File: config.mk
export PLATFORM = sky130hd
export DESIGN_NAME = bba_ram
export DESIGN_NICKNAME = d
export VERILOG_FILES = /design/src/rtl/core/bba_ram.sv
export SDC_FILE = /design/constraint.sdc
export NUM_CORES = 1
export LEC_CHECK = 0
export ABC_AREA = 0
export BUFFER_PORTS_ARGS = -buffer_cell sky130_fd_sc_hd__buf_2
export CORE_AREA = 2 2 147 149
export CTS_CLUSTER_DIAMETER = 50
export CTS_CLUSTER_SIZE = 30
export DETAILED_ROUTE_END_ITERATION = 7
export DIE_AREA = 0 0 149 151
export PLACE_DENSITY = 0.38
export RECOVER_POWER = 25
export SLEW_MARGIN = 20
export SYNTH_ARGS = -nofsm -noshare
export SYNTH_HDL_FRONTEND = slang
export SYNTH_SLANG_ARGS = --single-unit
File: constraint.sdc
create_clock -name clk_i -period 3.4 [get_ports clk_i]
set_clock_uncertainty 0.2 [all_clocks]
set_input_delay 0.85 -clock clk_i [delete_from_list [all_inputs] [get_ports clk_i]]
set_output_delay 0.85 -clock clk_i [all_outputs]
set_load 0.01 [all_outputs]
File: src/rtl/core/bba_ram.sv
// Generic simple dual-port RAM: one write port, one read port, registered read.
// Standalone; no package needed.
`timescale 1ns / 1ps

module bba_ram #(
  parameter int Width = 8,
  parameter int Depth = 16
) (
  input  logic                     clk_i,
  input  logic                     we_i,
  input  logic [$clog2(Depth)-1:0] waddr_i,
  input  logic [Width-1:0]         wdata_i,
  input  logic [$clog2(Depth)-1:0] raddr_i,
  output logic [Width-1:0]         rdata_o
);

  logic [Width-1:0] mem_q [Depth];
  logic [Width-1:0] rdata_q;

  always_ff @(posedge clk_i) begin
    if (we_i) begin
      mem_q[waddr_i] <= wdata_i;
    end
    rdata_q <= mem_q[raddr_i];
  end

  assign rdata_o = rdata_q;

endmodule

Yosys cells after proc, flatten, opt, wreduce, memory -nomap -nowiden
Memory sizes are Yosys's and may differ from the RTL's. A register that Yosys moved wholly into a read port is not among the register bits.
Cells that the tools add are included.
{ "word_totals": {"inputBits": 18, "reg_bits": 0, "out_inout_bits": 8, "n_memories": 1, "mem_bits_rw": 128, "wordCells": 3} }
{ "classes": {"mux": 2} }
{ "memory_table": {"columns": ["memory", "words", "width", "rd", "rd_ports_with_merged_regs", "wr", "line", "rtl"], "rows": [
  ["mem_q", 16, 8, 1, 1, 1, "17", "logic [Width-1:0] mem_q [Depth];"]
]} }
{ "ops": {"columns": ["op", "count"], "rows": [
  ["$mux W1", 2]
]} }

Longest topological paths before layout
Gate-level depths: netlist (run 1).
{ "logic_depth": {"depth_word": 2, "mapped_depth": 5, "ltp_nobuf": 3} }

Least setup slack after synthesis (run 1)
OpenSTA, ideal clock, no wires.
{ "synth_timing": {"kind": "input port to flip-flop", "startpoint": "in waddr_i[2]", "endpoint": "mem mem_q[0][0] (enable)", "setup_slack_ns": 0.857, "n_path_buf": 0, "t_required_ns": 2.817, "stages": 2, "arrival_ns": 1.960, "setup_time_ns": 0.383, "path_cell_list": "or3b_2 nor3_1"} }
{ "synth_rtl": {"columns": ["element", "line", "rtl"], "rows": [
  ["start, declared", "11", "input logic [$clog2(Depth)-1:0] waddr_i,"],
  ["end, declared", "17", null]
]} }
Straight into the memory's write port.

==> impl_metrics.toml, run 1 <==
[layout]
antenna_cells = 0
final_cell_mix = "edfxtp_1 (128), buf_2 (19), buf_4 (19)"
utilization_pct = 30.1
n_fill_cell = 2061
mostFrequentLayoutCell = "edfxtp_1"
area_delta_synth_final_pct = 21.8
drive_above_1_share_pct = 29.7
layout.cells.non_filler = 571
nNetsFinal = 301

[synth]
synth_top_area_share_pct = 74.7
yosys_warnings = 0
async_flop_share_pct = 0
syn_nets = 247
synth_cells = 229
synth-adder-area-share_pct = 0
synth_seq_cells = 136
yosysUniqueCellTypes = 19
synth_top_area_cell = "edfxtp_1"
synth_edf_count = 128
synth-compound-area-share_pct = 2.33
yosys.area_share.xor_xnor_pct = 0
yosysSeqAreaShare_pct = 77.8
synthTopCellsByArea = "edfxtp_1 (75%), mux4_2 (7.9%), mux4_1 (7.1%), dfxtp_1 (3.1%), a22oi_1 (2.3%)"
avgSynthCellArea_sq_um = 22.5
synthMuxAreaShare_pct = 15.0
yosys_most_used_dff = "edfxtp_1"
synth_top_family_by_area = "multiplexers"
syn_area_sq_um = 5150
synth-simple-area-share_pct = 3.18

[critical_path]
critical_path_class = "in -> reg"
critPathLaunch = "raddr_i[1]"
cp-end-kind = "flop"
worstPathRequired_ns = 3.49
timing.rr.start = "mem_q[11][3]"
critPathArrivalTime_ns = 2.37
cp-start-kind = "primary input"
crit_path_max_fanout = 21

[power_and_ir_drop]
peakVddDrop_v = 0.000374
p_leak_nw = 2.07
powerDensity_nw_per_um2 = 619

[drt]
viasPerCell = 4.27
drt-initial-drc-count = 240
firstDrtPassIters = 4
finalWirelength_mm = 11.8
antenna_left = 0
wl_per_cell_microns = 20.7
via_count = 2439
drc_errors = 0

[floorplanning]
chipWidth_microns = 149
start_util_pct = 24.7
rows = 53
dieArea_sq_um = 22500
core_sq_um = 20800
ioPinCount = 26
die_h_microns = 151

[status]
status = "finished clean"

[grt]
grt_pass1_vias = 2430
grt_max_degree = 22
track_usage_pct = 11.4
grt_overflow = 0
antenna_found_initial = 0
grt_pass1_wl_mm = 17.3

[cts]
clock_latency_ns = 0.42
cts_tree = "done"
root_buffer = "clkbuf_16"
cts_resized = 0
clk_path_buf_depth = 2
clkSlewWorstSetupHoldPaths_ns = 0.06
cts_sinks = 136
cts_setup_buffers = 0
htree_levels = 4
cts_made_buffers = 17
postCtsHoldBufs = 0

[placement]
post-place-cells = 539
hpwl_mm = 7.71
place.gp.congestion = 0.691
io_buffers = 25

[timing]
fin_crit_ns = 2.28
tns_ns = 0
slew-limit-headroom_pct = 51.4
rsz0062_at_grt = "no"
hold_violations = 0
worstMarginPinSlew_ns = 0.729
setup_violations = 0
max_freq_mhz = 438
period_share_pct = 67.2
drv_slew = 0

[run]
cap_violations = 0

[worst_hold_path]
worstHoldStart = "mem_q[4][0]"
min-delay-path-class = "reg -> reg"
worst paths after layout:
check | cells past startpoint | slack, ns | to
min | 3 | 0.46 | rdata_o[0]
max reg2reg | 3 | 1.76 | rdata_o[3]
max | 5 | 1.12 | rdata_o[4]
min reg2reg | 3 | 0.46 | rdata_o[0]
area by class of cell:
| type | instances | area [sq um] | area share, % |
|---|---|---|---|
| Clock buffer | 17 | 425 | 6.78 |
| Clock inverter | 15 | 160 | 2.55 |
| Multi-Input combinational cell | 83 | 1060 | 16.9 |
| Sequential cell | 136 | 4000 | 63.8 |
| Tap cell | 275 | 344 | 5.49 |
| Timing Repair Buffer | 45 | 280 | 4.47 |
critical path: stages:
cell     delay (ns)
buf_2          0.47
buf_4          0.29
mux4_2         0.32
a22oi_1        0.28
nand2_1        0.12
cells by family (layout without fill, tap and decap cells):
| logic type | Yosys count | in the layout |
|---|---|---|
| AND/OR/NAND/NOR | 35 | 35 |
| flip-flops | 136 | 136 |
| buffers and inverters | 10 | 77 |
| multiplexers | 32 | 32 |
| AO/OA/AOI/OAI | 16 | 16 |
power breakdown:
group	internal (mW)	leakage [nW]	switching (mW)
clock	1.14	0.287	0.671
sequential	1.88	1.22	0.0134
combinational	0.0736	0.564	0.110
total	3.09	2.07	0.794
cells in the mapped netlist, types with 2 or more instances:
library cell / number
a22oi_1: 16
buf_2: 3
buf_6: 3
clkdlybuf4s25_2: 3
dfxtp_1: 8
edfxtp_1: 128
mux4_1: 14
mux4_2: 18
nand2_1: 9
nand2b_1: 2
nand3b_1: 2
nor2_1: 13
nor3_1: 4
metrics by stage:
| step | hold slack [ns] | total power [mW] | worst slack, ns | area, sq um |
|---|---|---|---|---|
| global placement | 0.459 | 2.11 | 0.629 | 5690 |
| global route | 0.487 | 4.02 | 1.08 | 6270 |
| detailed placement | 0.447 | 2.11 | 0.644 | 5690 |
| CTS | 0.462 | 3.93 | 1.10 | 6280 |
| floorplan | 0.429 | 2.02 | 0.857 | 5150 |
| finish | 0.462 | 3.88 | 1.12 | 6270 |
state kept, by name, summed over array words and instances, names as in the netlist:
register	flops
rdata_o	8
mem_q	128
metal layers:
metal  track usage [%]  vias up  part of all wire [%]
met1              15.9     1281                    48
met5                 0        -                     0
met3              3.52       13                   4.6
met4              4.14        0                   1.5
met2              17.0       60                    46
li1                  -     1085                     -
Power figures use the tool's default switching activity.
==> inputs of run 2 (changes only) <==
--- a/config.mk
+++ b/config.mk
@@ -12,7 +12,7 @@
 export CTS_CLUSTER_SIZE = 30
 export DETAILED_ROUTE_END_ITERATION = 7
 export DIE_AREA = 0 0 149 151
-export PLACE_DENSITY = 0.38
+export PLACE_DENSITY = 0.39
 export RECOVER_POWER = 25
 export SLEW_MARGIN = 20
 export SYNTH_ARGS = -nofsm -noshare
==> constraint.sdc (replaced) <==
create_clock -name clk_i -period 1.92 [get_ports clk_i]
set_clock_uncertainty 0.2 [all_clocks]
set_input_delay 0.48 -clock clk_i [delete_from_list [all_inputs] [get_ports clk_i]]
set_output_delay 0.48 -clock clk_i [all_outputs]
set_load 0.01 [all_outputs]
==> run 2 against run 1 <==
- via count grew 1.8%
- clock power increased by 66%
- cell count increased by 1.8%
- critical path type unchanged
- largest power group unchanged
==> impl_metrics.toml, run 2 (synthesis results as in run 1) <==
[cts]
postCtsHoldBufs = 0
htree_levels = 4
cts_setup_buffers = 0
root_buffer = "clkbuf_16"
clock_latency_ns = 0.41
clk_path_buf_depth = 2
cts_made_buffers = 17
cts_tree = "done"
clkSlewWorstSetupHoldPaths_ns = 0.06
cts_resized = 0
cts_sinks = 136

[placement]
place.gp.congestion = 0.696
io_buffers = 25
hpwl_mm = 7.75
dpl-instance-area_sq_um = 5860

[layout]
utilization_pct = 30.7
drive_above_1_share_pct = 31.7
n_fill_cell = 2061
fin_area_sq_um = 6390
mostFrequentLayoutCell = "edfxtp_1"
nNetsFinal = 314
largest_reg_flops = 128
final_cell_mix = "edfxtp_1 (128), buf_4 (27), buf_2 (19)"
area_delta_synth_final_pct = 24.2
regMostFlops = "mem_q"
antenna_cells = 0

[critical_path]
crit_path_cell_trace = "buf_2 > buf_4 > mux4_1 > a22oi_1 > nand2_1"
crit_path_max_fanout = 6
worstPathRequired_ns = 2.02
crit_slowest_cell = "mux4_1"
critical_path_class = "in -> reg"
critPathArrivalTime_ns = 1.88
cpPeakStageDelay_ns = 0.58
cp-end-kind = "flop"
cp-start-kind = "primary input"

[grt]
grt_pass1_wl_mm = 17.1
grt_pass1_vias = 2688
grt_max_degree = 17
grt_overflow = 0
track_usage_pct = 10.9
antenna_found_initial = 0

[timing]
drv_slew = 0
worstMarginPinSlew_ns = 0.897
fin_crit_ns = 1.78
period_share_pct = 92.6
hold_violations = 0
setup_violations = 0
rsz0062_at_grt = "no"
slew-limit-headroom_pct = 40.0
max_freq_mhz = 562

[status]
status = "finished clean"

[floorplanning]
start_util_pct = 24.7
core_sq_um = 20800
dieArea_sq_um = 22500
ioPinCount = 26
rows = 53
die_h_microns = 151
chipWidth_microns = 149

[drt]
drt-initial-drc-count = 147
viasPerCell = 4.27
via_count = 2482
firstDrtPassIters = 4
antenna_left = 0
wl_per_cell_microns = 19.5
drc_errors = 0
finalWirelength_mm = 11.4

[run]
cap_violations = 0

[power_and_ir_drop]
powerDensity_nw_per_um2 = 1050
p_leak_nw = 2.14
peakVddDrop_v = 0.000521
fin_total_pwr_mw = 6.70

[worst_hold_path]
min-delay-path-class = "in -> reg"
[run 2: cell types whose count changed in the layout (fill, tap and decap cells not counted), sizes merged]
cell / previous run / this run
buf: 39 / 52
clkinv: 10 / 7
clkbuf: 23 / 25
bufinv: 3 / 2
clkinvlp: 2 / 1
[run 2: final timing paths]
| kind | from | to | slack (ns) | cells past startpoint |
|---|---|---|---|---|
| worst max-delay path | raddr_i[0] | rdata_o[2] | 0.14 | 5 |
| worst min-delay path | wdata_i[2] | mem_q[2][2] | 0.27 | 1 |
| worst max register to register | mem_q[2][2] | rdata_o[2] | 0.36 | 3 |
| worst min register to register | mem_q[14][7] | rdata_o[7] | 0.48 | 3 |
[run 2: layout make-up]
| cell class | instances | area [sq um] | share of cell area, % |
|---|---|---|---|
| clock buffer | 19 | 433 | 6.77 |
| clock inverter | 10 | 108 | 1.68 |
| multi-input combinational | 83 | 1060 | 16.6 |
| sequential | 136 | 4000 | 62.6 |
| tap | 275 | 344 | 5.38 |
| timing repair buffer | 58 | 440 | 6.89 |
[run 2: routing by layer]
layer | wire [microns] | vias to the layer above | share of wire (%) | track usage [%]
met2 | 5550 | 41 | 49 | 17.4
met4 | 152 | 0 | 1.3 | 3.71
met1 | 5250 | 1331 | 46 | 14.4
met3 | 394 | 11 | 3.5 | 2.98
li1 | - | 1099 | - | -
met5 | 0 | - | 0 | 0
[run 2: metrics by stage]
stage / std cells / hold slack, ns / worst slack (ns) / setup TNS, ns
after CTS: 581 / 0.239 / 0.123 / 0
final: 581 / 0.270 / 0.142 / 0
after global routing: 581 / 0.275 / 0.0646 / 0
after global placement: 552 / 0.466 / -0.325 / -3.69
after floorplan: 229 / 0.379 / -0.0261 / -0.703
after detailed placement: 552 / 0.468 / -0.318 / -3.76
[run 2: power by group]
group	internal, mW	switching, mW	total, mW
clock	1.87	1.14	3.01
sequential	3.32	0.0222	3.34
combinational	0.155	0.191	0.346
[run 2: critical path: cells and delay by family]
kind,cells,cell delay (ns)
mux,1,0.58
compound gates,1,0.29
simple gates,1,0.09
buf+inv,2,0.44
==> inputs of run 3 (changes only) <==
==> constraint.sdc (replaced) <==
create_clock -name clk_i -period 1.92 [get_ports clk_i]
set_clock_uncertainty 0.2 [all_clocks]
set_input_delay 0.192 -clock clk_i [delete_from_list [all_inputs] [get_ports clk_i]]
set_output_delay 0.192 -clock clk_i [all_outputs]
set_load 0.01 [all_outputs]
==> run 3 against run 2 <==
- worst hold slack lost 0.16 ns
- power grew 1.8%
- largest power group unchanged
- critical path type is now reg -> reg
- sequential power is essentially flat
- core utilization grew 0.072 points
- highest routed layer unchanged
- count of clock-buffer cells in the layout grew 1
- register-to-register slack lost 0.02 ns
- via count shrank 1.2%
==> impl_metrics.toml, run 3 (synthesis results as in run 1) <==
[status]
status = "finished clean"

[critical_path]
critical_path_class = "reg -> reg"
reg2reg_depth = 3
cp-end-kind = "flop"
r2r_end = "rdata_o[2]"
worstPathRequired_ns = 2.02
cp-start-kind = "flop"
critPathCapture = "rdata_o[2]"
critPathLaunch = "mem_q[0][2]"
timing.rr.start = "mem_q[0][2]"
r2r_setup_slack_ns = 0.34
critPathArrivalTime_ns = 1.68
crit_path_max_fanout = 1

[cts]
cts_made_buffers = 17
cts_resized = 0
clk_path_buf_depth = 2
htree_levels = 4
clock_latency_ns = 0.41
clkSlewWorstSetupHoldPaths_ns = 0.06
cts_sinks = 136
root_buffer = "clkbuf_16"
cts_tree = "done"

[drt]
firstDrtPassIters = 4
antenna_left = 0
finalWirelength_mm = 11.6
wl_per_cell_microns = 19.8
drt-initial-drc-count = 221
viasPerCell = 4.18
drc_errors = 0
via_count = 2452

[timing]
drv_slew = 0
slew-limit-headroom_pct = 43.5
fin_crit_ns = 1.58
period_share_pct = 82.4
rsz0062_at_grt = "no"
worstMarginPinSlew_ns = 0.846
hold_violations = 0
max_freq_mhz = 632
hold_slack_ns = 0.110
setup_violations = 0

[layout]
mostFrequentLayoutCell = "edfxtp_1"
multi_input_area_sq_um = 1060
layout.cells.non_filler = 587
ff_latch_area_sq_um = 4000
final_cell_mix = "edfxtp_1 (128), buf_4 (22), mux4_2 (18), buf_2 (18), clkbuf_16 (17)"
fin_area_sq_um = 6410
n_fill_cell = 2061
area_delta_synth_final_pct = 24.5
regMostFlops = "mem_q"
largest_reg_flops = 128
drive_above_1_share_pct = 29.2
nNetsFinal = 317
antenna_cells = 0

[floorplanning]
ioPinCount = 26
dieArea_sq_um = 22500
die_h_microns = 151
start_util_pct = 24.7
chipWidth_microns = 149
core_sq_um = 20800
rows = 53

[grt]
grt_pass1_wl_mm = 17.2
grt_max_degree = 20
grt_overflow = 0
grt_pass1_vias = 2629
antenna_found_initial = 0
track_usage_pct = 11.2

[power_and_ir_drop]
peakVddDrop_v = 0.000491
fin_total_pwr_mw = 6.83
p_leak_nw = 2.13
powerDensity_nw_per_um2 = 1070

[placement]
dpl-instance-area_sq_um = 5770
hpwl_mm = 7.78
place.gp.congestion = 0.756
post-place-cells = 547
io_buffers = 25

[worst_hold_path]
min-delay-path-class = "in -> reg"

[run]
cap_violations = 0
[run 3: cell types whose count changed in the layout (fill, tap and decap cells not counted), sizes merged]
cell	delta
dlygate4sd3	+8
buf	-10
clkinvlp	+2
clkbuf	+6
[run 3: final cells by class]
type	instances	area share, %
clock inverters	12	1.99
clock buffers	20	7.13
well taps	275	5.37
multi-input cells	83	16.5
flip-flops and latches	136	62.5
repair buffers	61	6.50
[run 3: how the worst min path moves through the flow]
stage | slack [ns] | from | to | cells past startpoint
CTS | 0.09 | waddr_i[1] | mem_q[15][1] | 3
finish | 0.11 | waddr_i[1] | mem_q[15][1] | 3
detailed placement | 0.39 | rdata_o[1] | rdata_o[1] | 1
floorplan | 0.09 | wdata_i[0] | mem_q[0][0] | 0
global placement | 0.39 | wdata_i[1] | mem_q[11][1] | 1
global route | 0.12 | waddr_i[1] | mem_q[15][1] | 3
[run 3: layer usage]
layer / vias to the layer above / part of all wire (%) / GRT usage, %
met3: 10 / 4.5 / 3.28
li1: 1115 / - / -
met5: - / 0 / 0
met2: 57 / 46 / 17.3
met1: 1270 / 48 / 14.9
met4: 0 / 1.4 / 4.48
[run 3: critical path: stages (launching register included)]
cell      delay, ns
edfxtp_1       0.36
mux4_1         0.49
a22oi_1        0.34
nand2_1        0.08
[run 3: power by group]
| group | switching [mW] | leakage, nW | internal [mW] | total (mW) |
|---|---|---|---|---|
| combinational | 0.191 | 0.624 | 0.147 | 0.338 |
| sequential | 0.0245 | 1.22 | 3.32 | 3.35 |
| clock | 1.17 | 0.279 | 1.97 | 3.14 |
| total | 1.39 | 2.13 | 5.44 | 6.83 |
[run 3: what timing repair did]
action	in CTS	in global routing
hold endpoints to repair	128	0
setup endpoints to repair	0	0
hold buffers	8	0
setup buffers	0	0
[run 3: metrics by stage]
stage	setup TNS [ns]	util (%)	setup WS, ns
finish	0	30.8	0.337
global route	0	30.8	0.295
CTS	0	30.9	0.288
detailed placement	-0.0378	27.7	-0.0378
global placement	-0.0660	27.7	-0.0660
floorplan	0	-	0.0351
