--- config.mk ---
export PLATFORM = sky130hd
export DESIGN_NAME = bba_engine
export DESIGN_NICKNAME = d
export VERILOG_FILES = /design/src/rtl/core/bba_pkg.sv /design/src/rtl/core/bba_engine.sv
export SDC_FILE = /design/constraint.sdc
export NUM_CORES = 2
export LEC_CHECK = 0
export BUFFER_PORTS_ARGS = -buffer_cell sky130_fd_sc_hd__buf_4
export CAP_MARGIN = 20
export CORE_MARGIN = 2
export CORE_UTILIZATION = 67
export CTS_CLUSTER_SIZE = 14
export DETAILED_ROUTE_END_ITERATION = 16
export HOLD_SLACK_MARGIN = 0.03
export PLACE_DENSITY = 0.86
export SYNTH_ARGS = -nofsm -noshare
export SYNTH_HDL_FRONTEND = slang
export SYNTH_SLANG_ARGS = --single-unit
--- constraint.sdc ---
create_clock -name clk_i -period 32.7 [get_ports clk_i]
set_input_delay 0 -clock clk_i [delete_from_list [all_inputs] [get_ports clk_i]]
set_output_delay 0 -clock clk_i [all_outputs]
set_load 0.005 [all_outputs]
--- src/rtl/core/bba_pkg.sv ---
// Buddy block allocator: shared constants, codes and the configuration record.
// Used by bba_engine and buddy_block_allocator_core; depends on nothing.
`timescale 1ns / 1ps

package bba_pkg;

  // Default geometry (MIN_BLOCK_BYTES must be a power of two)
  localparam int MaxOrderDef      = 4;
  localparam int TopBlocksDef     = 16;
  localparam int MinBlockBytesDef = 4096;
  localparam int ZonesDef         = 2;

  localparam int CfgIdxW  = 3;
  localparam int CfgDataW = 32;

  // Configuration register indexes
  localparam logic [CfgIdxW-1:0] CFG_DMA_BLOCKS    = 3'd0;
  localparam logic [CfgIdxW-1:0] CFG_NORMAL_BLOCKS = 3'd1;
  localparam logic [CfgIdxW-1:0] CFG_NORMAL_BASE   = 3'd2;
  localparam logic [CfgIdxW-1:0] CFG_PROT_START    = 3'd3;
  localparam logic [CfgIdxW-1:0] CFG_PROT_END      = 3'd4;

  // Reset values of the configuration registers
  localparam logic [4:0]  DMA_BLOCKS_RST    = 5'd16;
  localparam logic [4:0]  NORMAL_BLOCKS_RST = 5'd16;
  localparam logic [31:0] NORMAL_BASE_RST   = 32'h0100_0000;

  // Request kinds
  localparam logic [1:0] KIND_ALLOC   = 2'd0;
  localparam logic [1:0] KIND_FREE    = 2'd1;
  localparam logic [1:0] KIND_RESERVE = 2'd2;
  localparam logic [1:0] KIND_INIT    = 2'd3;

  // Result status codes
  localparam logic [1:0] ST_OK       = 2'd0;
  localparam logic [1:0] ST_TOO_BIG  = 2'd1;
  localparam logic [1:0] ST_NO_FREE  = 2'd2;
  localparam logic [1:0] ST_PROTECT  = 2'd3;

  typedef struct packed {
    logic [4:0]  dma_top_blocks;
    logic [4:0]  normal_top_blocks;
    logic [31:0] normal_zone_base;
    logic [31:0] protect_start;
    logic [31:0] protect_end;
  } cfg_t;

endpackage

--- src/rtl/core/bba_engine.sv ---
// Allocator sequencer: read-modify-write of the block bitmap RAM and the
// per-order count/hint RAM. Depends on bba_pkg.
`timescale 1ns / 1ps

module bba_engine import bba_pkg::*; #(
  parameter int MAX_ORDER       = MaxOrderDef,
  parameter int TOP_BLOCKS      = TopBlocksDef,
  parameter int MIN_BLOCK_BYTES = MinBlockBytesDef,
  parameter int ZONES           = ZonesDef,
  localparam int MapBits = TOP_BLOCKS << MAX_ORDER,
  localparam int OW      = $clog2(MAX_ORDER + 1),
  localparam int IW      = $clog2(MapBits),
  localparam int IXW     = IW + 1,
  localparam int CNTW    = $clog2(MapBits + 1),
  localparam int HW      = IXW,
  localparam int MAW     = 1 + OW + IW,
  localparam int CAW     = 1 + OW
) (
  input  logic              clk_i,
  input  logic              rst_ni,
  input  cfg_t              cfg_i,
  input  logic              start,
  output logic              busy,
  input  logic [1:0]        kind_i,
  input  logic              zone_i,
  input  logic [31:0]       address_i,
  input  logic [31:0]       size_bytes_i,
  output logic              done_o,
  output logic [1:0]        status_o,
  output logic [31:0]       block_address_o,
  output logic [31:0]       used_bytes_o,
  output logic              map_we_o,
  output logic [MAW-1:0]    map_waddr_o,
  output logic              map_wdata_o,
  output logic [MAW-1:0]    map_raddr_o,
  input  logic              map_rdata_i,
  output logic              cnt_we_o,
  output logic [CAW-1:0]    cnt_waddr_o,
  output logic [CNTW+HW-1:0] cnt_wdata_o,
  output logic [CAW-1:0]    cnt_raddr_o,
  input  logic [CNTW+HW-1:0] cnt_rdata_i
);

  localparam int NBW    = $clog2(TOP_BLOCKS + 1);
  localparam int LogMin = $clog2(MIN_BLOCK_BYTES);
  localparam int TSh    = LogMin + MAX_ORDER;
  localparam logic [33:0] TopB   = 34'(MIN_BLOCK_BYTES) << MAX_ORDER;
  localparam logic [OW-1:0] MoW  = OW'(MAX_ORDER);
  localparam logic [IXW-1:0] LastIdx = IXW'(MapBits - 1);
  localparam logic [32:0] SpaceEnd = 33'h1_0000_0000;
  localparam bit HasZone1 = (ZONES > 1);

  localparam logic [3:0] S_IDLE  = 4'd0;
  localparam logic [3:0] S_SWEEP = 4'd1;
  localparam logic [3:0] S_OP    = 4'd2;
  localparam logic [3:0] S_RZONE = 4'd3;
  localparam logic [3:0] S_RCNT  = 4'd4;
  localparam logic [3:0] S_RBIT  = 4'd5;
  localparam logic [3:0] S_RWB   = 4'd6;
  localparam logic [3:0] S_ACNT  = 4'd7;
  localparam logic [3:0] S_ASCAN = 4'd8;
  localparam logic [3:0] S_ASPL1 = 4'd9;
  localparam logic [3:0] S_ASPL2 = 4'd10;
  localparam logic [3:0] S_FCHK  = 4'd11;
  localparam logic [3:0] S_FBUD  = 4'd12;
  localparam logic [3:0] S_FBCNT = 4'd13;
  localparam logic [3:0] S_FREL  = 4'd14;
  localparam logic [3:0] S_FRCNT = 4'd15;

  function automatic logic [NBW-1:0] clamp_blocks(input logic [4:0] v);
    logic [NBW-1:0] r;
    if (9'(v) > 9'(TOP_BLOCKS)) r = NBW'(TOP_BLOCKS);
    else                        r = NBW'(v);
    return r;
  endfunction

  function automatic logic [IXW-1:0] bits_at(input logic [NBW-1:0] n, input logic [OW-1:0] o);
    return IXW'(n) << (MoW - o);
  endfunction

  function automatic logic [MAW-1:0] maddr(input logic z, input logic [OW-1:0] o,
                                           input logic [IXW-1:0] i);
    return {z, o, i[IW-1:0]};
  endfunction

  function automatic logic [31:0] sat_add(input logic [31:0] a, input logic [31:0] b);
    logic [32:0] s;
    s = {1'b0, a} + {1'b0, b};
    return s[32] ? '1 : s[31:0];
  endfunction

  logic [3:0]      state_q, state_d;
  logic [1:0]      kind_q, kind_d;
  logic            zone_q, zone_d;
  logic [31:0]     addr_q, addr_d;
  logic [31:0]     size_q, size_d;
  logic [OW-1:0]   ord_q, ord_d;
  logic [OW-1:0]   tgt_q, tgt_d;
  logic [IXW-1:0]  idx_q, idx_d;
  logic [CNTW-1:0] cnt_q, cnt_d;
  logic [HW-1:0]   hint_q, hint_d;
  logic [IXW-1:0]  rfirst_q, rfirst_d;
  logic [IXW-1:0]  rlast_q, rlast_d;
  logic            fflag_q, fflag_d;
  logic            init_q, init_d;
  logic [NBW-1:0]  zb_q [2];
  logic [NBW-1:0]  zb_d [2];
  logic [31:0]     used_q, used_d;
  logic            done_q, done_d;
  logic [1:0]      status_q, status_d;
  logic [31:0]     baddr_q, baddr_d;

  // Derived values
  logic [NBW-1:0]  sel_zb;
  logic [IXW-1:0]  bits_w;
  logic [31:0]     zbase;
  logic [OW-1:0]   o_sz;
  logic            too_big;
  logic            zone_missing;
  logic [31:0]     f_off, f_idx;
  logic [CNTW-1:0] cnt_rd;
  logic [HW-1:0]   hint_rd;
  logic [31:0]     sz_tgt;

  // Reserve window for zone_q
  logic [32:0] r_end, r_zs, r_ze, r_lo, r_hi;
  logic [33:0] r_first, r_lp1, r_last, r_n, r_lastc;
  logic        r_ovl, r_do;
  logic [HW-1:0] r_hint;

  assign sel_zb  = zb_q[zone_q];
  assign bits_w  = bits_at(sel_zb, ord_q);
  assign zbase   = zone_q ? cfg_i.normal_zone_base : 32'd0;
  assign too_big = 34'(size_q) > TopB;
  assign zone_missing = zone_q && !HasZone1;
  assign f_off   = addr_q - zbase;
  assign f_idx   = f_off >> (LogMin + int'(o_sz));
  assign {cnt_rd, hint_rd} = cnt_rdata_i;
  assign sz_tgt  = 32'(MIN_BLOCK_BYTES) << tgt_q;

  always_comb begin
    o_sz = '0;
    for (int k = 0; k < MAX_ORDER; k++) begin
      if (33'(size_q) > (33'(MIN_BLOCK_BYTES) << k)) o_sz = OW'(k + 1);
    end
  end

  always_comb begin
    r_end   = 33'(addr_q) + 33'(size_q);
    r_zs    = zone_q ? 33'(cfg_i.normal_zone_base) : 33'd0;
    r_ze    = (zone_q || !HasZone1) ? SpaceEnd : 33'(cfg_i.normal_zone_base);
    r_ovl   = (!zone_q || HasZone1) && (r_ze > r_zs) && (r_end > r_zs)
              && (33'(addr_q) < r_ze);
    r_lo    = ((33'(addr_q) > r_zs) ? 33'(addr_q) : r_zs) - r_zs;
    r_hi    = ((r_end < r_ze) ? r_end : r_ze) - r_zs;
    r_first = 34'(r_lo) >> TSh;
    r_lp1   = (34'(r_hi) + TopB - 34'd1) >> TSh;
    r_last  = r_lp1 - 34'd1;
    r_n     = 34'(sel_zb);
    r_do    = (sel_zb != '0) && (r_first < r_n);
    r_lastc = (r_last >= r_n) ? (r_n - 34'd1) : r_last;
    r_hint  = (hint_q >= rfirst_q && hint_q <= rlast_q) ? (rlast_q + IXW'(1)) : hint_q;
  end

  always_comb begin
    state_d  = state_q;
    kind_d   = kind_q;
    zone_d   = zone_q;
    addr_d   = addr_q;
    size_d   = size_q;
    ord_d    = ord_q;
    tgt_d    = tgt_q;
    idx_d    = idx_q;
    cnt_d    = cnt_q;
    hint_d   = hint_q;
    rfirst_d = rfirst_q;
    rlast_d  = rlast_q;
    fflag_d  = fflag_q;
    init_d   = init_q;
    zb_d     = zb_q;
    used_d   = used_q;
    done_d   = 1'b0;
    status_d = status_q;
    baddr_d  = baddr_q;

    map_we_o    = 1'b0;
    map_waddr_o = maddr(zone_q, ord_q, idx_q);
    map_wdata_o = 1'b0;
    map_raddr_o = maddr(zone_q, ord_q, idx_q);
    cnt_we_o    = 1'b0;
    cnt_waddr_o = {zone_q, ord_q};
    cnt_wdata_o = {cnt_q, hint_q};
    cnt_raddr_o = {zone_q, ord_q};

    unique case (state_q)
      S_IDLE: begin
        if (start) begin
          kind_d  = kind_i;
          zone_d  = zone_i;
          addr_d  = address_i;
          size_d  = size_bytes_i;
          state_d = S_OP;
        end
      end

      S_SWEEP: begin
        // Rebuild: top order free up to the zone's block count, all else taken
        map_we_o    = 1'b1;
        map_wdata_o = (ord_q == MoW) ? (idx_q >= IXW'(sel_zb)) : 1'b1;
        if (idx_q == '0) begin
          cnt_we_o    = 1'b1;
          cnt_wdata_o = (ord_q == MoW) ? {CNTW'(sel_zb), HW'(0)} : {CNTW'(0), {HW{1'b1}}};
        end
        if (idx_q == LastIdx) begin
          idx_d = '0;
          if (ord_q == MoW) begin
            ord_d = '0;
            if (zone_q) begin
              zone_d = 1'b0;
              if (init_q) begin
                init_d = 1'b0;
                if (cfg_i.protect_end > cfg_i.protect_start) begin
                  addr_d  = cfg_i.protect_start;
                  size_d  = cfg_i.protect_end - cfg_i.protect_start;
                  state_d = S_RZONE;
                end else begin
                  done_d   = 1'b1;
                  status_d = ST_OK;
                  baddr_d  = '0;
                  state_d  = S_IDLE;
                end
              end else begin
                state_d = S_IDLE;
              end
            end else begin
              zone_d = 1'b1;
            end
          end else begin
            ord_d = ord_q + OW'(1);
          end
        end else begin
          idx_d = idx_q + IXW'(1);
        end
      end

      S_OP: begin
        baddr_d = '0;
        unique case (kind_q)
          KIND_ALLOC: begin
            if (too_big) begin
              done_d = 1'b1; status_d = ST_TOO_BIG; state_d = S_IDLE;
            end else if (zone_missing) begin
              done_d = 1'b1; status_d = ST_NO_FREE; state_d = S_IDLE;
            end else begin
              tgt_d       = o_sz;
              ord_d       = o_sz;
              cnt_raddr_o = {zone_q, o_sz};
              state_d     = S_ACNT;
            end
          end
          KIND_FREE: begin
            if (addr_q >= cfg_i.protect_start && addr_q < cfg_i.protect_end) begin
              done_d = 1'b1; status_d = ST_PROTECT; state_d = S_IDLE;
            end else if (zone_missing || f_idx >= 32'(bits_at(sel_zb, o_sz))) begin
              done_d = 1'b1; status_d = ST_OK; state_d = S_IDLE;
            end else begin
              tgt_d       = o_sz;
              ord_d       = o_sz;
              idx_d       = IXW'(f_idx);
              fflag_d     = 1'b1;
              map_raddr_o = maddr(zone_q, o_sz, IXW'(f_idx));
              state_d     = S_FCHK;
            end
          end
          KIND_RESERVE: begin
            if (size_q == '0) begin
              done_d = 1'b1; status_d = ST_OK; state_d = S_IDLE;
            end else begin
              zone_d  = 1'b0;
              state_d = S_RZONE;
            end
          end
          KIND_INIT: begin
            zb_d[0] = clamp_blocks(cfg_i.dma_top_blocks);
            zb_d[1] = HasZone1 ? clamp_blocks(cfg_i.normal_top_blocks) : NBW'(0);
            used_d  = '0;
            idx_d   = '0;
            ord_d   = '0;
            zone_d  = 1'b0;
            init_d  = 1'b1;
            state_d = S_SWEEP;
          end
          default: state_d = S_IDLE;
        endcase
      end

      S_RZONE: begin
        if (r_ovl) begin
          used_d = sat_add(used_q, size_q);
        end
        if (r_ovl && r_do) begin
          rfirst_d    = IXW'(r_first);
          rlast_d     = IXW'(r_lastc);
          idx_d       = IXW'(r_first);
          ord_d       = MoW;
          cnt_raddr_o = {zone_q, MoW};
          state_d     = S_RCNT;
        end else if (!zone_q) begin
          zone_d = 1'b1;
        end else begin
          done_d = 1'b1; status_d = ST_OK; baddr_d = '0; state_d = S_IDLE;
        end
      end

      S_RCNT: begin
        cnt_d       = cnt_rd;
        hint_d      = hint_rd;
        map_raddr_o = maddr(zone_q, MoW, idx_q);
        state_d     = S_RBIT;
      end

      S_RBIT: begin
        // Count only blocks that were still free
        if (!map_rdata_i) begin
          map_we_o    = 1'b1;
          map_waddr_o = maddr(zone_q, MoW, idx_q);
          map_wdata_o = 1'b1;
          cnt_d       = cnt_q - CNTW'(1);
        end
        if (idx_q == rlast_q) begin
          state_d = S_RWB;
        end else begin
          idx_d       = idx_q + IXW'(1);
          map_raddr_o = maddr(zone_q, MoW, idx_q + IXW'(1));
        end
      end

      S_RWB: begin
        cnt_we_o    = 1'b1;
        cnt_waddr_o = {zone_q, MoW};
        cnt_wdata_o = {cnt_q, r_hint};
        if (!zone_q) begin
          zone_d  = 1'b1;
          state_d = S_RZONE;
        end else begin
          done_d = 1'b1; status_d = ST_OK; baddr_d = '0; state_d = S_IDLE;
        end
      end

      S_ACNT: begin
        if (cnt_rd == '0) begin
          if (ord_q == MoW) begin
            done_d = 1'b1; status_d = ST_NO_FREE; state_d = S_IDLE;
          end else begin
            ord_d       = ord_q + OW'(1);
            cnt_raddr_o = {zone_q, ord_q + OW'(1)};
          end
        end else if (IXW'(hint_rd) >= bits_w) begin
          done_d = 1'b1; status_d = ST_NO_FREE; state_d = S_IDLE;
        end else begin
          cnt_d       = cnt_rd;
          idx_d       = IXW'(hint_rd);
          map_raddr_o = maddr(zone_q, ord_q, IXW'(hint_rd));
          state_d     = S_ASCAN;
        end
      end

      S_ASCAN: begin
        if (!map_rdata_i) begin
          map_we_o    = 1'b1;
          map_wdata_o = 1'b1;
          cnt_we_o    = 1'b1;
          cnt_wdata_o = {cnt_q - CNTW'(1), HW'(idx_q + IXW'(1))};
          if (ord_q > tgt_q) begin
            ord_d   = ord_q - OW'(1);
            idx_d   = idx_q << 1;
            state_d = S_ASPL1;
          end else begin
            done_d   = 1'b1;
            status_d = ST_OK;
            used_d   = sat_add(used_q, sz_tgt);
            baddr_d  = zbase + (32'(idx_q) << (LogMin + int'(tgt_q)));
            state_d  = S_IDLE;
          end
        end else if (idx_q + IXW'(1) >= bits_w) begin
          done_d = 1'b1; status_d = ST_NO_FREE; state_d = S_IDLE;
        end else begin
          idx_d       = idx_q + IXW'(1);
          map_raddr_o = maddr(zone_q, ord_q, idx_q + IXW'(1));
        end
      end

      S_ASPL1: begin
        // Keep the left half, fetch this order's count
        map_we_o    = 1'b1;
        map_wdata_o = 1'b1;
        state_d     = S_ASPL2;
      end

      S_ASPL2: begin
        // Free the right half
        map_we_o    = 1'b1;
        map_waddr_o = maddr(zone_q, ord_q, idx_q ^ IXW'(1));
        map_wdata_o = 1'b0;
        cnt_we_o    = 1'b1;
        cnt_wdata_o = {cnt_rd + CNTW'(1), HW'(idx_q + IXW'(1))};
        if (ord_q > tgt_q) begin
          ord_d   = ord_q - OW'(1);
          idx_d   = idx_q << 1;
          state_d = S_ASPL1;
        end else begin
          done_d   = 1'b1;
          status_d = ST_OK;
          used_d   = sat_add(used_q, sz_tgt);
          baddr_d  = zbase + (32'(idx_q) << (LogMin + int'(tgt_q)));
          state_d  = S_IDLE;
        end
      end

      S_FCHK: begin
        if (idx_q >= bits_w || !map_rdata_i) begin
          done_d = 1'b1; status_d = ST_OK; state_d = S_IDLE;
        end else begin
          if (fflag_q) begin
            used_d  = (used_q > sz_tgt) ? (used_q - sz_tgt) : 32'd0;
            fflag_d = 1'b0;
          end
          if (ord_q < MoW) begin
            map_raddr_o = maddr(zone_q, ord_q, idx_q ^ IXW'(1));
            state_d     = S_FBUD;
          end else begin
            state_d = S_FREL;
          end
        end
      end

      S_FBUD: begin
        if (!map_rdata_i) begin
          // Buddy free: take it and climb
          map_we_o    = 1'b1;
          map_waddr_o = maddr(zone_q, ord_q, idx_q ^ IXW'(1));
          map_wdata_o = 1'b1;
          state_d     = S_FBCNT;
        end else begin
          state_d = S_FREL;
        end
      end

      S_FBCNT: begin
        cnt_we_o    = 1'b1;
        cnt_wdata_o = {cnt_rd - CNTW'(1), hint_rd};
        ord_d       = ord_q + OW'(1);
        idx_d       = idx_q >> 1;
        map_raddr_o = maddr(zone_q, ord_q + OW'(1), idx_q >> 1);
        state_d     = S_FCHK;
      end

      S_FREL: begin
        map_we_o    = 1'b1;
        map_wdata_o = 1'b0;
        state_d     = S_FRCNT;
      end

      S_FRCNT: begin
        cnt_we_o    = 1'b1;
        cnt_wdata_o = {cnt_rd + CNTW'(1), (hint_rd > HW'(idx_q)) ? HW'(idx_q) : hint_rd};
        done_d      = 1'b1;
        status_d    = ST_OK;
        state_d     = S_IDLE;
      end

      default: state_d = S_IDLE;
    endcase
  end

  always_ff @(posedge clk_i or negedge rst_ni) begin
    if (!rst_ni) begin
      state_q <= S_SWEEP;
      zone_q  <= 1'b0;
      ord_q   <= '0;
      idx_q   <= '0;
      init_q  <= 1'b0;
      fflag_q <= 1'b0;
      zb_q[0] <= clamp_blocks(DMA_BLOCKS_RST);
      zb_q[1] <= HasZone1 ? clamp_blocks(NORMAL_BLOCKS_RST) : NBW'(0);
      used_q  <= '0;
      done_q  <= 1'b0;
    end else begin
      state_q <= state_d;
      zone_q  <= zone_d;
      ord_q   <= ord_d;
      idx_q   <= idx_d;
      init_q  <= init_d;
      fflag_q <= fflag_d;
      zb_q    <= zb_d;
      used_q  <= used_d;
      done_q  <= done_d;
    end
  end

  always_ff @(posedge clk_i) begin
    kind_q   <= kind_d;
    addr_q   <= addr_d;
    size_q   <= size_d;
    tgt_q    <= tgt_d;
    cnt_q    <= cnt_d;
    hint_q   <= hint_d;
    rfirst_q <= rfirst_d;
    rlast_q  <= rlast_d;
    status_q <= status_d;
    baddr_q  <= baddr_d;
  end

  assign busy            = (state_q != S_IDLE);
  assign done_o          = done_q;
  assign status_o        = status_q;
  assign block_address_o = baddr_q;
  assign used_bytes_o    = used_q;

endmodule

* Yosys cells after proc, flatten, opt, wreduce, memory -nomap -nowiden
Cells that the tools add are included.
W data, S select, Z words.
** Storage, ports and cells
- Register bits :: 201
- Bits of input ports :: 195
- Output and inout bits :: 121
- Word-level logic and storage cells :: 383
** Cells by class
- Add/subtract/negate cells :: 24
- Magnitude comparators :: 29
- Equal/unequal tests :: 65
- Shift-type cells :: 5
- Muxes and demuxes :: 194
- Bitwise operators :: 2
- Reduce and logical (&&, ||, !) cells :: 44
** Operators by type and width (number)
- $mux W32 :: 33
- $pmux W32 S6 :: 1
- $pmux W32 S5 :: 1
- $mux W9 :: 16
- $pmux W32 S2 :: 2
- $pmux W18 S6 :: 1
- $add A32 B32 Y33 :: 3
- $gt A32 B32 Y1 :: 3
- $sub A32 B32 Y32 :: 3
- $pmux W11 S7 :: 1
- $pmux W9 S8 :: 1
- $mux W4 :: 17
- $gt A33 B32 Y1 :: 2
- $mux W33 :: 2
- $pmux W4 S16 :: 1
- $mux W3 :: 20
- $ne A2 B2 Y1 const B :: 28
- $mux W11 :: 5
- $mux W2 :: 23
- $mux W1 :: 39
- $ne A3 B3 Y1 const B :: 13
- $ge A9 B9 Y1 :: 4
- $mux W18 :: 2
- $add A33 B17 Y34 const B :: 1
- 89 further kinds :: 141

* Logic depth before layout (Yosys ltp)
- Depth after elaboration :: 12
- Mapped depth :: 49

* Least setup slack after synthesis
OpenSTA, ideal clock, no wires.
- Path kind :: reg2reg
- Start point :: register addr_q[0]
- End point :: register rlast_q[2] (data pin)
- Setup time :: 0.260 ns
- Arrival :: 10.883 ns
- Required time :: 32.440 ns
- Slack :: 21.558 ns
- Stages on the path, launching flop included :: 48
- Period minus slack after synthesis :: 11.142 ns
- Cells stage by stage :: edfxtp_1 ha_1 inv_1 fa_1 nor2b_1 o21ai_0 a21boi_0 o21bai_1 a2111oi_0 nor2_1 a311oi_1 a21o_1 a21oi_1 xnor2_1 ha_1 a21o_1 a21o_1 a21oi_1 [... 12 more ...] mux2_2 nor4b_2 o2111ai_1 or4_4 o21ai_0 o41a_1 inv_1 ha_1 xnor2_1 xnor2_1 ha_1 nor2b_1 o21ai_0 nand2b_1 a2111oi_2 nand4b_1 a2111oi_4 mux2_2
** Between the ends
- Word-level cells in the longest chain between the ends :: 9
** Ends and longest elaborated chain
- from (decl) :: line bba_engine.sv:95 : logic [31:0] addr_q, addr_d;
- from (signal assigned) :: line bba_engine.sv:503 : addr_q <= addr_d;
- $add A32 B32 Y33 * :: line bba_engine.sv:149 : r_end = 33'(addr_q) + 33'(size_q);
- $lt A33 B33 Y1 :: line bba_engine.sv:155 : r_hi = ((r_end < r_ze) ? r_end : r_ze) - r_zs;
- $mux W33 * :: line bba_engine.sv:155
- $sub A33 B32 Y33 * :: line bba_engine.sv:155
- $add A33 B17 Y34 * :: line bba_engine.sv:157 : r_lp1 = (34'(r_hi) + TopB - 34'd1) >> TSh;
- $sub A34 B1 Y34 * :: line bba_engine.sv:157
- $sub A18 B1 Y19 * :: line bba_engine.sv:158 : r_last = r_lp1 - 34'd1;
- $ge A34 B5 Y1 :: line bba_engine.sv:161 : r_lastc = (r_last >= r_n) ? (r_n - 34'd1) : r_last;
- $mux W9 * :: line bba_engine.sv:161
- named net r_lastc[2] :: line bba_engine.sv:127 : logic [33:0] r_first, r_lp1, r_last, r_n, r_lastc;
- to (signal assigned) :: line bba_engine.sv:509 : rlast_q <= rlast_d;
- to (decl) :: line bba_engine.sv:103 : logic [IXW-1:0] rlast_q, rlast_d;
The timed path passes the listed nets; every way through them passes the cells marked *.
A chain may end at the register's enable or synchronous reset.

* Worst setup path in the final report
- Start point :: register addr_q[0]
- End point :: register rlast_q[4] (data pin)
The elaborated chain is that of the path after synthesis.

==> flow_summary.json <==
{
  "status": "finished clean",
  "period_share": 0.386,
  "antenna_found_initial": 2,
  "ys_types": 94,
  "worst_setup_path_start_kind": "flop",
  "cts.clk_slew.worst_paths_ns": 0.06,
  "cts_resized": 0,
  "fin_area_sq_mm": 0.0371,
  "synthFlopType": "edfxtp_1",
  "hold_path_class": "input pin to flop",
  "place_ws_ns": 20.52,
  "max_freq_mhz": 79.3,
  "drc": 0,
  "die_w_microns": 223,
  "grt-ovfl-total": 0,
  "cp_slowest_cell": "a2111oi_0",
  "synth_edf_count": 139,
  "grt_max_degree": 109,
  "root_buffer": "clkbuf_16",
  "rsz0062_at_grt": "no",
  "crit_path_max_incr_delay_ns": 0.66,
  "cts_tree": "yes",
  "clock_sinks": 201,
  "cp.required_ns": 33.02,
  "syn_area_sq_mm": 0.0321,
  "cpMostUsedCell": "ha_1",
  "htreeDepth": 1,
  "gp_congestion": 1.11,
  "fin_ws_ns": 20.08,
  "min_period_ns": 12.62,
  "finalSetupViolations": 0,
  "drive_above_1_share": 0.114,
  "numCtsBuffers": 25,
  "clock_latency_ns": 0.59,
  "syn_to_final_growth_pct": 15.6,
  "nFillCells": 3506,
  "grt_pass1_vias": 35000,
  "placed_area_sq_mm": 0.0350,
  "vias_per_cell": 7.20,
  "pin_count": 316,
  "nets": 5216,
  "syn_inst": 4167,
  "dp_hpwl_microns": 96400,
  "yosys_warnings": 0,
  "path_class": "flop to flop",
  "async_reset_ff_frac": 0.308,
  "max_slew_margin": 0.165,
  "arrival_ns": 12.93,
  "via_count": 37100,
  "crit_fanout": 51,
  "netlist_top_cells_area": "ha_1, edfxtp_1, a21oi_1, o21ai_0, nand2_1",
  "wire_per_inst_microns": 25.4,
  "firstDrtPassIters": 13,
  "endpoint_kind": "flop",
  "first_iter_violations": 5584,
  "setup_tns_ns": 0,
  "ys_seq_area_frac": 0.178,
  "port_buffers": 315,
  "initial_utilization": 0.676,
  "hold_viol_final": 0,
  "ant_nets": 0,
  "slew_viol_final": 0,
  "grt_pass1_wl_microns": 198000,
  "maxCapViolations": 0,
  "die_y_microns": 223,
  "synth_top_cell_by_area": "ha_1",
  "dieArea_sq_mm": 0.0497,
  "routed_wl_microns": 131000,
  "synth_top_area_share": 0.194,
  "num_rows": 80,
  "cts_buffer_depth": 3,
  "skew_ns": 0.0290,
  "synth_area_per_cell_sq_um": 7.71,
  "core_sq_mm": 0.0475,
  "grtUsageTotal": 0.509,
  "ys_ff_latch": 201,
  "worst_slew_pin_slew_ns": 1.25
}
metal layers:
layer	up-vias	track usage	part of all wire
met5	-	0	0
met4	0	0.416	0.099
met3	901	0.139	0.14
met2	3156	0.768	0.41
met1	16800	0.607	0.35
li1	16300	-	-
worst max-delay path, delay by kind of cell, from the launching register on:
family | cells | cell delay, ns
buffers and inverters | 3 | 0.59
adders and majority gates | 7 | 2.07
and+or+nand+nor | 11 | 2.01
xor gates and xnor gates | 3 | 0.72
muxes | 3 | 0.90
DFF | 1 | 0.44
AOI/OAI and AO/OA | 20 | 5.58
placed cells by master, fill, tap and decap left out, drive strengths merged, types with 33 or more instances in the layout:
cell type | netlist | layout
edfxtp | 139 | 139
dlygate4sd3 | 0 | 130
o221ai | 33 | 33
o211ai | 40 | 40
clkbuf | 139 | 35
o21ai | 334 | 334
nor2 | 277 | 277
nor3 | 100 | 100
xnor2 | 112 | 112
a21oi | 366 | 366
o22ai | 34 | 34
nand2 | 433 | 433
mux2 | 44 | 44
dfrtp | 59 | 59
xor2 | 72 | 72
o21a | 54 | 54
nand4 | 73 | 73
nor4 | 40 | 40
buf | 39 | 358
or3 | 33 | 33
a31oi | 40 | 40
a211oi | 54 | 54
mux2i | 57 | 57
nor2b | 55 | 55
a21o | 179 | 179
inv | 259 | 262
o21bai | 36 | 36
nand2b | 66 | 66
ha | 497 | 497
nand3 | 91 | 91
and3 | 36 | 36
logic make-up after synthesis:
| group | Yosys count | synth area share |
|---|---|---|
| buf+inv | 440 | 0.0531 |
| mux | 101 | 0.0332 |
| compound gates | 1439 | 0.293 |
| other cells | 2 | 0.000234 |
| flops | 201 | 0.178 |
| xor+xnor | 184 | 0.0504 |
| fa+ha+maj | 503 | 0.197 |
| simple gates | 1297 | 0.194 |
worst paths after layout:
check / cells after the start / start / end / slack, ns
min reg2reg: 2 / zb_q[1] / zb_q[1] / 0.52
max in group asynchronous: 2 / rst_ni / zone_q / 31.89
min: 4 / cfg_i[26] / size_q[26] / 0.05
min in group asynchronous: 2 / rst_ni / used_bytes_o[26] / 0.09
max: 47 / addr_q[0] / rlast_q[4] / 20.08
max reg2reg: 47 / addr_q[0] / rlast_q[4] / 20.08
layout make-up:
class | instances | area, sq um | share of cell area
Timing Repair Buffer | 488 | 3990 | 0.108
Tap cell | 615 | 769 | 0.0207
Sequential cell | 201 | 5730 | 0.154
Antenna cell | 3 | 7.51 | 0.000202
Clock buffer | 35 | 704 | 0.0190
Multi-Input combinational cell | 3540 | 24800 | 0.669
Inverter | 262 | 983 | 0.0265
Clock inverter | 11 | 111 | 0.00300
metrics by stage:
stage | util | cells | hold slack (ns)
2_1_floorplan | - | 4181 | -0.296
3_3_place_gp | 0.736 | 4974 | 0.164
3_5_place_dp | 0.736 | 4974 | 0.165
4_1_cts | 0.780 | 5150 | 0.0340
5_1_grt | 0.781 | 5152 | 0.0643
6_report | 0.781 | 5155 | 0.0465
what timing repair did:
item                                   in CTS  in global routing
hold buffers                              130                  0
setup endpoints to repair                   0                  0
buffers inserted                            0                  0
endpoints found under the hold margin     162                  0
Yosys cell counts (all sizes together), types with 28 or more instances:
| cell type | instances |
|---|---|
| a211oi | 54 |
| a21o | 179 |
| a21oi | 366 |
| a221o | 28 |
| a31oi | 40 |
| and3 | 36 |
| buf | 39 |
| clkbuf | 139 |
| dfrtp | 59 |
| edfxtp | 139 |
| ha | 497 |
| inv | 259 |
| mux2 | 44 |
| mux2i | 57 |
| nand2 | 433 |
| nand2b | 66 |
| nand3 | 91 |
| nand4 | 73 |
| nor2 | 277 |
| nor2b | 55 |
| nor3 | 100 |
| nor4 | 40 |
| o211ai | 40 |
| o21a | 54 |
| o21ai | 334 |
| o21bai | 36 |
| o221ai | 33 |
| o22ai | 34 |
| or3 | 33 |
| xnor2 | 112 |
| xor2 | 72 |
state kept, by name (all words and copies together) (netlist names):
| register | flops |
|---|---|
| addr_q | 32 |
| zone_q | 1 |
| state_q | 4 |
| ord_q | 3 |
| rlast_q | 9 |
| idx_q | 9 |
| hint_q | 9 |
| init_q | 1 |
| rfirst_q | 9 |
| block_address_o | 32 |
| size_q | 32 |
| tgt_q | 3 |
| status_o | 2 |
| cnt_q | 9 |
| fflag_q | 1 |
| done_o | 1 |
| used_bytes_o | 32 |
| kind_q | 2 |
| zb_q | 10 |
Power is not shown: default switching activity piles up to over one toggle a cycle in this logic, so the estimate is an artifact.
